## src/sv/srlf_pkg.sv

```systemverilog
`timescale 1ns / 1ps
package srlf_pkg;

  localparam int ROWS_DEF       = 128;
  localparam int BORDER_COL_DEF = 160;
  localparam int ROW_STEP_DEF   = 4;

  localparam int ROW_W  = 7;
  localparam int COL_W  = 8;
  localparam int SLP_W  = 32;
  localparam int ICP_W  = 40;

  localparam logic [1:0] CFG_START_ROW = 2'd0;
  localparam logic [1:0] CFG_END_ROW   = 2'd1;

  typedef struct packed {
    logic [ROW_W-1:0] row_index;
    logic [COL_W-1:0] column;
    logic             last;
  } in_item_t;

  typedef struct packed {
    logic signed [SLP_W-1:0] slope;
    logic signed [ICP_W-1:0] intercept;
    logic                    fit_valid;
  } out_item_t;

  typedef enum logic [3:0] {
    ST_IDLE,
    ST_SUM,
    ST_SUM_END,
    ST_MEAN,
    ST_DEV,
    ST_DEV_END,
    ST_DIV,
    ST_ICPT_MUL,
    ST_ICPT,
    ST_OUT
  } fit_state_t;

  typedef struct packed {
    logic               start;
    logic signed [63:0] dividend;
    logic        [63:0] divisor;
  } div_req_t;

endpackage

```

## src/sv/srlf_div.sv

```systemverilog
`timescale 1ns / 1ps
module srlf_div (
  input  logic             clk,
  input  logic             rst_n,
  input  srlf_pkg::div_req_t req,
  output logic             busy,
  output logic signed [63:0] quot
);
  import srlf_pkg::*;

  // Restoring division on magnitudes, one quotient bit per cycle; the
  // quotient is truncated toward zero.
  logic [63:0]  rem_r, rem_nxt;
  logic [63:0]  q_r, q_nxt;
  logic [63:0]  dvs_r, dvs_nxt;
  logic [6:0]   cnt_r, cnt_nxt;
  logic         neg_r, neg_nxt;
  logic         busy_r, busy_nxt;
  logic [64:0]  trial;
  logic [63:0]  shifted;

  always_comb begin
    rem_nxt  = rem_r;
    q_nxt    = q_r;
    dvs_nxt  = dvs_r;
    cnt_nxt  = cnt_r;
    neg_nxt  = neg_r;
    busy_nxt = busy_r;
    shifted  = {rem_r[62:0], q_r[63]};
    trial    = {1'b0, shifted} - {1'b0, dvs_r};
    if (req.start) begin
      rem_nxt  = '0;
      q_nxt    = req.dividend[63] ? 64'(-req.dividend) : 64'(req.dividend);
      dvs_nxt  = req.divisor;
      neg_nxt  = req.dividend[63];
      cnt_nxt  = 7'd64;
      busy_nxt = 1'b1;
    end else if (busy_r) begin
      q_nxt = {q_r[62:0], ~trial[64]};
      rem_nxt = trial[64] ? shifted : trial[63:0];
      cnt_nxt = cnt_r - 7'd1;
      if (cnt_r == 7'd1) begin
        busy_nxt = 1'b0;
      end
    end
  end

  always_ff @(posedge clk) begin
    if (!rst_n) begin
      busy_r <= 1'b0;
      cnt_r  <= '0;
    end else begin
      busy_r <= busy_nxt;
      cnt_r  <= cnt_nxt;
    end
    rem_r <= rem_nxt;
    q_r   <= q_nxt;
    dvs_r <= dvs_nxt;
    neg_r <= neg_nxt;
  end

  assign busy = busy_r;
  assign quot = neg_r ? -$signed(q_r) : $signed(q_r);

endmodule

```

## src/sv/sampled_row_line_fit.sv

```systemverilog
`timescale 1ns / 1ps
// Least-squares line fit over sampled rows of one frame.
// Input transactions (in_valid/in_stall) carry a row index, its boundary
// column and a last flag. Each column is written into a row store memory.
// Transactions without last are taken back to back while the block is idle.
// On a last transaction the block walks the configured row range every
// ROW_STEP rows from the higher row down, twice (sums, then deviations),
// one memory read per cycle; a serial divider gives the means between the
// walks and the slope after them. The time to the result is set by the two
// walks and the three divisions (shorter when no row is usable); in_stall is
// high meanwhile. One output transaction (out_valid/out_stall) follows each
// last transaction; the result is held while out_stall is high and the next
// input transaction is taken once the result is in the output register, but
// a last transaction waits while a held result is stalled. Configuration
// (cfg_we/cfg_index/cfg_data) is to be written by the user only while idle;
// the block does not enforce this. Reset (rst_n, synchronous) empties the
// output, sets start_row to 127, end_row to 0; the row store is not cleared.
module sampled_row_line_fit #(
  parameter int ROWS       = srlf_pkg::ROWS_DEF,
  parameter int BORDER_COL = srlf_pkg::BORDER_COL_DEF,
  parameter int ROW_STEP   = srlf_pkg::ROW_STEP_DEF
) (
  input  logic                clk,
  input  logic                rst_n,
  input  logic                in_valid,
  output logic                in_stall,
  input  srlf_pkg::in_item_t  in_data,
  output logic                out_valid,
  input  logic                out_stall,
  output srlf_pkg::out_item_t out_data,
  input  logic                cfg_we,
  input  logic [1:0]          cfg_index,
  input  logic [6:0]          cfg_data
);
  import srlf_pkg::*;

  localparam int AW = $clog2(ROWS);
  localparam logic [COL_W-1:0] BCOL = COL_W'(BORDER_COL - 1);

  logic [COL_W-1:0] store [ROWS];
  logic [COL_W-1:0] rd_r;

  logic [6:0] start_r, end_r;
  fit_state_t st_r, st_nxt;
  logic signed [8:0] r_r, r_nxt;
  logic [7:0]  rrd_r, rrd_nxt;
  logic        rv_r, rv_nxt;
  logic [7:0]  n_r, n_nxt;
  logic [14:0] sx_r, sx_nxt;
  logic [15:0] sy_r, sy_nxt;
  logic [7:0]  mx_r, mx_nxt;
  logic [7:0]  my_r, my_nxt;
  logic signed [31:0] sxy_r, sxy_nxt;
  logic [31:0] sxx_r, sxx_nxt;
  logic signed [31:0] slope_r, slope_nxt;
  logic signed [41:0] prod_r, prod_nxt;
  logic [1:0]  dph_r, dph_nxt;
  out_item_t   ob_r, ob_nxt;
  logic        ov_r, ov_nxt;

  div_req_t    dreq;
  logic        dbusy;
  logic signed [63:0] dq;

  logic [6:0]  hi, lo;
  logic        acc_in, acc_out, used;
  logic signed [9:0] dx, dy;
  logic signed [63:0] sq;

  srlf_div u_div (.clk(clk), .rst_n(rst_n), .req(dreq), .busy(dbusy), .quot(dq));

  assign hi = (start_r < end_r) ? end_r : start_r;
  assign lo = (start_r < end_r) ? start_r : end_r;
  assign acc_out = ov_r & ~out_stall;
  assign in_stall = (st_r != ST_IDLE) | (ov_r & out_stall & in_data.last);
  assign acc_in = in_valid & ~in_stall;
  assign used = rv_r & (rd_r != '0) & (rd_r != BCOL);
  assign dx = $signed({2'b0, rrd_r}) - $signed({2'b0, mx_r});
  assign dy = $signed({2'b0, rd_r}) - $signed({2'b0, my_r});

  always_ff @(posedge clk) begin
    if (acc_in && (32'(in_data.row_index) < ROWS)) begin
      store[AW'(in_data.row_index)] <= in_data.column;
    end
    rd_r <= store[AW'(r_r[7:0])];
  end

  always_comb begin
    st_nxt = st_r;
    case (st_r)
      ST_IDLE:     if (acc_in && in_data.last) st_nxt = ST_SUM;
      ST_SUM:      if (r_r < $signed({2'b0, lo})) st_nxt = ST_SUM_END;
      ST_SUM_END:  st_nxt = ST_MEAN;
      ST_MEAN:     if (n_r == '0) st_nxt = ST_OUT;
                   else if (dph_r == 2'd2 && !dbusy) st_nxt = ST_DEV;
      ST_DEV:      if (r_r < $signed({2'b0, lo})) st_nxt = ST_DEV_END;
      ST_DEV_END:  st_nxt = (sxx_r == '0) ? ST_OUT : ST_DIV;
      ST_DIV:      if (dph_r == 2'd1 && !dbusy) st_nxt = ST_ICPT_MUL;
      ST_ICPT_MUL: st_nxt = ST_ICPT;
      ST_ICPT:     st_nxt = ST_OUT;
      ST_OUT:      if (!ov_r || acc_out) st_nxt = ST_IDLE;
      default:     st_nxt = ST_IDLE;
    endcase
  end

  always_comb begin
    r_nxt = r_r; rrd_nxt = rrd_r; rv_nxt = 1'b0;
    n_nxt = n_r; sx_nxt = sx_r; sy_nxt = sy_r;
    mx_nxt = mx_r; my_nxt = my_r; sxy_nxt = sxy_r; sxx_nxt = sxx_r;
    slope_nxt = slope_r; prod_nxt = prod_r; dph_nxt = dph_r;
    ob_nxt = ob_r; ov_nxt = ov_r & ~acc_out;
    dreq = '{start: 1'b0, dividend: '0, divisor: '0};
    sq = 64'(sxy_r) * 64'sd65536;
    case (st_r)
      ST_IDLE: begin
        r_nxt = $signed({2'b0, hi});
        n_nxt = '0; sx_nxt = '0; sy_nxt = '0; sxy_nxt = '0; sxx_nxt = '0;
        dph_nxt = '0;
      end
      ST_SUM, ST_DEV: begin
        if (r_r >= $signed({2'b0, lo})) begin
          rv_nxt = (32'(r_r) < ROWS);
          rrd_nxt = r_r[7:0];
          r_nxt = r_r - 9'(ROW_STEP);
        end
      end
      ST_DIV: begin
        if (dph_r == 2'd0) begin
          dreq = '{start: 1'b1, dividend: sq, divisor: 64'(sxx_r)};
          dph_nxt = 2'd1;
        end else if (!dbusy) begin
          slope_nxt = (dq > 64'sd2147483647) ? 32'sh7fffffff :
                      (dq < -64'sd2147483648) ? 32'sh80000000 : dq[31:0];
        end
      end
      ST_ICPT_MUL: prod_nxt = 42'(slope_r) * $signed({34'b0, mx_r});
      ST_ICPT: begin
        ob_nxt.slope = slope_r;
        ob_nxt.intercept = 40'($signed({18'b0, my_r, 16'b0}) - prod_r);
        ob_nxt.fit_valid = 1'b1;
      end
      ST_MEAN: begin
        r_nxt = $signed({2'b0, hi});
        case (dph_r)
          2'd0: begin
            dreq = '{start: 1'b1, dividend: 64'(sx_r), divisor: 64'(n_r)};
            dph_nxt = 2'd1;
          end
          2'd1: if (!dbusy) begin
            mx_nxt = dq[7:0];
            dreq = '{start: 1'b1, dividend: 64'(sy_r), divisor: 64'(n_r)};
            dph_nxt = 2'd2;
          end
          default: if (!dbusy) begin
            my_nxt = dq[7:0];
            dph_nxt = '0;
          end
        endcase
        if (n_r == '0) ob_nxt = '0;
      end
      ST_DEV_END: if (sxx_r == '0) ob_nxt = '0;
      ST_OUT: if (!ov_r || acc_out) ov_nxt = 1'b1;
      default: ;
    endcase
    if ((st_r == ST_SUM || st_r == ST_SUM_END) && used) begin
      n_nxt = n_r + 8'd1;
      sx_nxt = sx_r + 15'(rrd_r);
      sy_nxt = sy_r + 16'(rd_r);
    end
    if ((st_r == ST_DEV || st_r == ST_DEV_END) && used) begin
      sxy_nxt = sxy_r + 32'(dx * dy);
      sxx_nxt = sxx_r + 32'(dx * dx);
    end
  end

  always_ff @(posedge clk) begin
    if (!rst_n) begin
      st_r <= ST_IDLE;
      ov_r <= 1'b0;
      start_r <= 7'd127;
      end_r <= 7'd0;
    end else begin
      st_r <= st_nxt;
      ov_r <= ov_nxt;
      if (cfg_we && cfg_index == CFG_START_ROW) start_r <= cfg_data;
      if (cfg_we && cfg_index == CFG_END_ROW) end_r <= cfg_data;
    end
    r_r <= r_nxt; rrd_r <= rrd_nxt; rv_r <= rv_nxt;
    n_r <= n_nxt; sx_r <= sx_nxt; sy_r <= sy_nxt;
    mx_r <= mx_nxt; my_r <= my_nxt; sxy_r <= sxy_nxt; sxx_r <= sxx_nxt;
    slope_r <= slope_nxt; prod_r <= prod_nxt; dph_r <= dph_nxt;
    ob_r <= ob_nxt;
  end

  assign out_valid = ov_r;
  assign out_data = ob_r;

  a_stall_busy: assert property (@(posedge clk) disable iff (!rst_n)
    (st_r != ST_IDLE) |-> in_stall) else $error("input taken during fit");
  a_out_hold: assert property (@(posedge clk) disable iff (!rst_n)
    (ov_r && out_stall) |=> (ov_r && $stable(ob_r))) else $error("result lost");
  a_fit_zero: assert property (@(posedge clk) disable iff (!rst_n)
    (ov_r && !ob_r.fit_valid) |-> (ob_r.slope == '0 && ob_r.intercept == '0))
    else $error("invalid fit not zero");

endmodule
```

## config.mk

```make
export PLATFORM = sky130hd
export DESIGN_NAME = sampled_row_line_fit
export DESIGN_NICKNAME = d
export VERILOG_FILES = /design/src/sv/srlf_pkg.sv /design/src/sv/srlf_div.sv /design/src/sv/sampled_row_line_fit.sv
export SDC_FILE = /design/constraint.sdc
export NUM_CORES = 2
export LEC_CHECK = 0
export BUFFER_PORTS_ARGS = -buffer_cell sky130_fd_sc_hd__buf_2
export CORE_MARGIN = 2
export CORE_UTILIZATION = 43
export CTS_BUF_LIST = sky130_fd_sc_hd__clkbuf_8
export DETAILED_ROUTE_END_ITERATION = 12
export PLACE_DENSITY = 0.59
export SYNTH_ARGS = -nofsm -noshare
export SYNTH_HDL_FRONTEND = slang
export SYNTH_SLANG_ARGS = --single-unit
```

## constraint.sdc

```tcl
create_clock -name clk -period 24.4 [get_ports clk]
set_clock_uncertainty 0.1 [all_clocks]
set_input_delay 3.66 -clock clk [delete_from_list [all_inputs] [get_ports clk]]
set_output_delay 3.66 -clock clk [all_outputs]
set_load 0.02 [all_outputs]
```

==> results.json <==
{
  "synth_compound_area_share_pct": 6.851,
  "grt_start_max_net_pins": 111,
  "r2r_cells": 44,
  "vias_per_cell": 5.506,
  "die_h_um": 443.4,
  "arrival_ps": 11010,
  "finalSetupViolCount": 0,
  "finalCritPeriodShare_pct": 42.66,
  "synth-main-ff-cell": "edfxtp_1",
  "layout-drive-gt1-share_pct": 12.53,
  "synth_area_leaders": "edfxtp_1, fa_1, mux4_2",
  "grt_pass1_wl_mm": 315.1,
  "first_pass_iters": 6,
  "ys_async_sr_fraction_pct": 0,
  "synth_seq_cells": 1503,
  "worst-path-buf-inv": 9,
  "max_slew_margin_pct": 11.32,
  "setup.worst_path.start_class": "flop",
  "synth_top_family_by_area": "adder cells",
  "grt-ovfl-total": 0,
  "gp_congestion": 0.8746,
  "yosysTopAreaCell": "edfxtp_1",
  "whs_endpoint": "u_div.rem_r[25]",
  "synth.most_common_cell": "edfxtp_1",
  "rr_endpoint": "sxx_r[30]",
  "cp_top_family": "compound AO/OA/AOI/OAI gates",
  "htree_levels": 5,
  "cap_viol_max_count": 0,
  "syn_area_um2": 83020,
  "outcome": "finished clean",
  "cts_max_path_buffers": 4,
  "hold_ws_ps": 379.9,
  "fin_tns_setup_ps": 0,
  "synth_top_area_share_pct": 50.78,
  "drc_errors": 0,
  "rsz0062_at_grt": "no",
  "wl_per_cell_um": 22.02,
  "yosysSeqAreaShare_pct": 53.17,
  "slowest_delay_ps": 840,
  "cts_buffers": 276,
  "portBuffers": 104,
  "slowest_stage": "a2111oi_0",
  "critical_path.most_common_cell": "inv_1",
  "area_growth_pct": 9.890,
  "ys_warn_count": 0,
  "cts.repair.resized": 0,
  "synth.area.mux_share_pct": 8.413,
  "synthXorXnorAreaFrac_pct": 3.545,
  "die_area_um2": 196600,
  "antenna_left": 0,
  "cts.clk_slew.worst_paths_ps": 70,
  "layout_min_cycle_time_ps": 10410,
  "cts_root_buffer": "clkbuf_8",
  "tightest_slew_ps": 1327,
  "cts.sinks": 1503,
  "cp_max_fo": 19,
  "clock_latency_ps": 1020,
  "synth_enable_flop_cells": 1404,
  "post_cts_buffers": 0,
  "num_rows": 161,
  "coreArea_um2": 192200,
  "nets": 7280,
  "synth.top_cells.by_count": "edfxtp_1, inv_1, nor2_1, nand2_1, fa_1",
  "synth_fa_ha_area_share_pct": 13.84,
  "finalWirelength_mm": 204.0,
  "drtIter0Drc": 3888,
  "hp-start": "u_div.rem_r[24]",
  "crit_required_ps": 25000,
  "cts_tree": "yes",
  "holdPathStages": 2,
  "grt_pass1_vias": 52460,
  "yosysUniqueCellTypes": 87,
  "min_path_type": "flop to flop",
  "synthesis.nets": 7091,
  "antenna_found_initial": 6,
  "io_pins": 105,
  "timing.fmax_ghz": 0.09608,
  "synth_simple_gate_area_share_pct": 10.13,
  "rr_startpoint": "rrd_r[0]",
  "start_util_pct": 43.20,
  "endpoint_kind": "flop",
  "ctsHoldBuffers": 0,
  "syn_avg_cell_area_um2": 13.04,
  "synth_cells": 6366,
  "grt_util_all_layers_pct": 20.75,
  "fp.dieW_um": 443.4,
  "reg2reg_slack_ps": 13990,
  "hold_viol_final": 0,
  "critPathKind": "flop to flop",
  "num_vias": 51000,
  "slew_violations": 0,
  "hpwl_mm": 136.8
}
## routing by layer
layer / part of all wire [%] / vias to the layer above / track usage (%)
met2: 51 / 1393 / 35.83
met4: 3.0 / 0 / 6.918
met3: 4.7 / 365 / 3.006
li1: - / 23380 / -
met5: 0 / - / 0
met1: 42 / 25860 / 26.82
## worst reg2reg max path: cells and delay by family (launching register included)
kind / cells / cell delay [ps]
AOI/OAI and AO/OA: 18 / 3980
xor gates and xnor gates: 2 / 430
adders and majority gates: 9 / 3440
buffers and inverters: 9 / 1100
DFF: 1 / 400
and+or+nand+nor: 6 / 660
## layout by cell type (no fill, tap or decap), types with 44 or more instances in the layout
cell and count:
nand2b_1 58, inv_1 685, xor2_1 182, buf_4 73, dfxtp_1 98, nor2b_1 45, nand3_1 74, xnor2_1 154
edfxtp_1 1404, clkbuf_8 285, o21ai_0 215, a21oi_1 253, mux4_2 297, ha_1 323, and2_1 259, nor2_1 519
nor3_1 79, a21o_1 71, a211oi_1 52, clkinv_1 56, fa_1 372, nand2_1 456, nor4_1 44, buf_2 96
## per-stage QoR
step	instances	worst slack (ps)	area, um^2	utilization [%]
after detailed placement	8803	14040	86290	44.90
after floorplan	6366	14780	83020	-
after CTS	9256	13980	91210	47.46
after global placement	8803	14130	86290	44.90
after global routing	9262	13000	91230	47.47
final	9263	13990	91230	47.47
## layout make-up
class	instances	area [um^2]
antenna	7	17.52
clock buffer	285	3923
clock inverter	168	997.2
fill	17100	100900
inverter	611	2295
multi-input combinational	3991	35600
sequential	1503	44150
tap	2526	3161
timing repair buffer	172	1089
## worst max-delay path by stage
stage	start	to	cells past startpoint
3_5_place_dp	rrd_r[0]	sxx_r[30]	44
6_report	rrd_r[0]	sxx_r[30]	44
4_1_cts	rrd_r[0]	sxx_r[30]	44
2_1_floorplan	mx_r[1]	sxx_r[30]	39
3_3_place_gp	rrd_r[0]	sxx_r[30]	44
5_1_grt	rrd_r[0]	sxx_r[30]	44
## registers in the layout, summed over array words and instances (netlist names), 16 cells and up
name         count
sy_r            16
store         1024
sxx_r           32
u_div.q_r       64
u_div.dvs_r     32
out_data        73
slope_r         32
sxy_r           32
u_div.rem_r     63
prod_r          40
## logic make-up (layout without fill, tap and decap cells)
family	count (synthesis)	count (layout)
simple gates	1736	1736
flops	1503	1503
compound gates	898	898
buf+inv	872	1236
fa+ha+maj	695	695
xor+xnor	336	336
mux	326	326
other cells	0	7
Power is not shown: default switching activity piles up to over one toggle a cycle in this logic, so the estimate is an artifact.
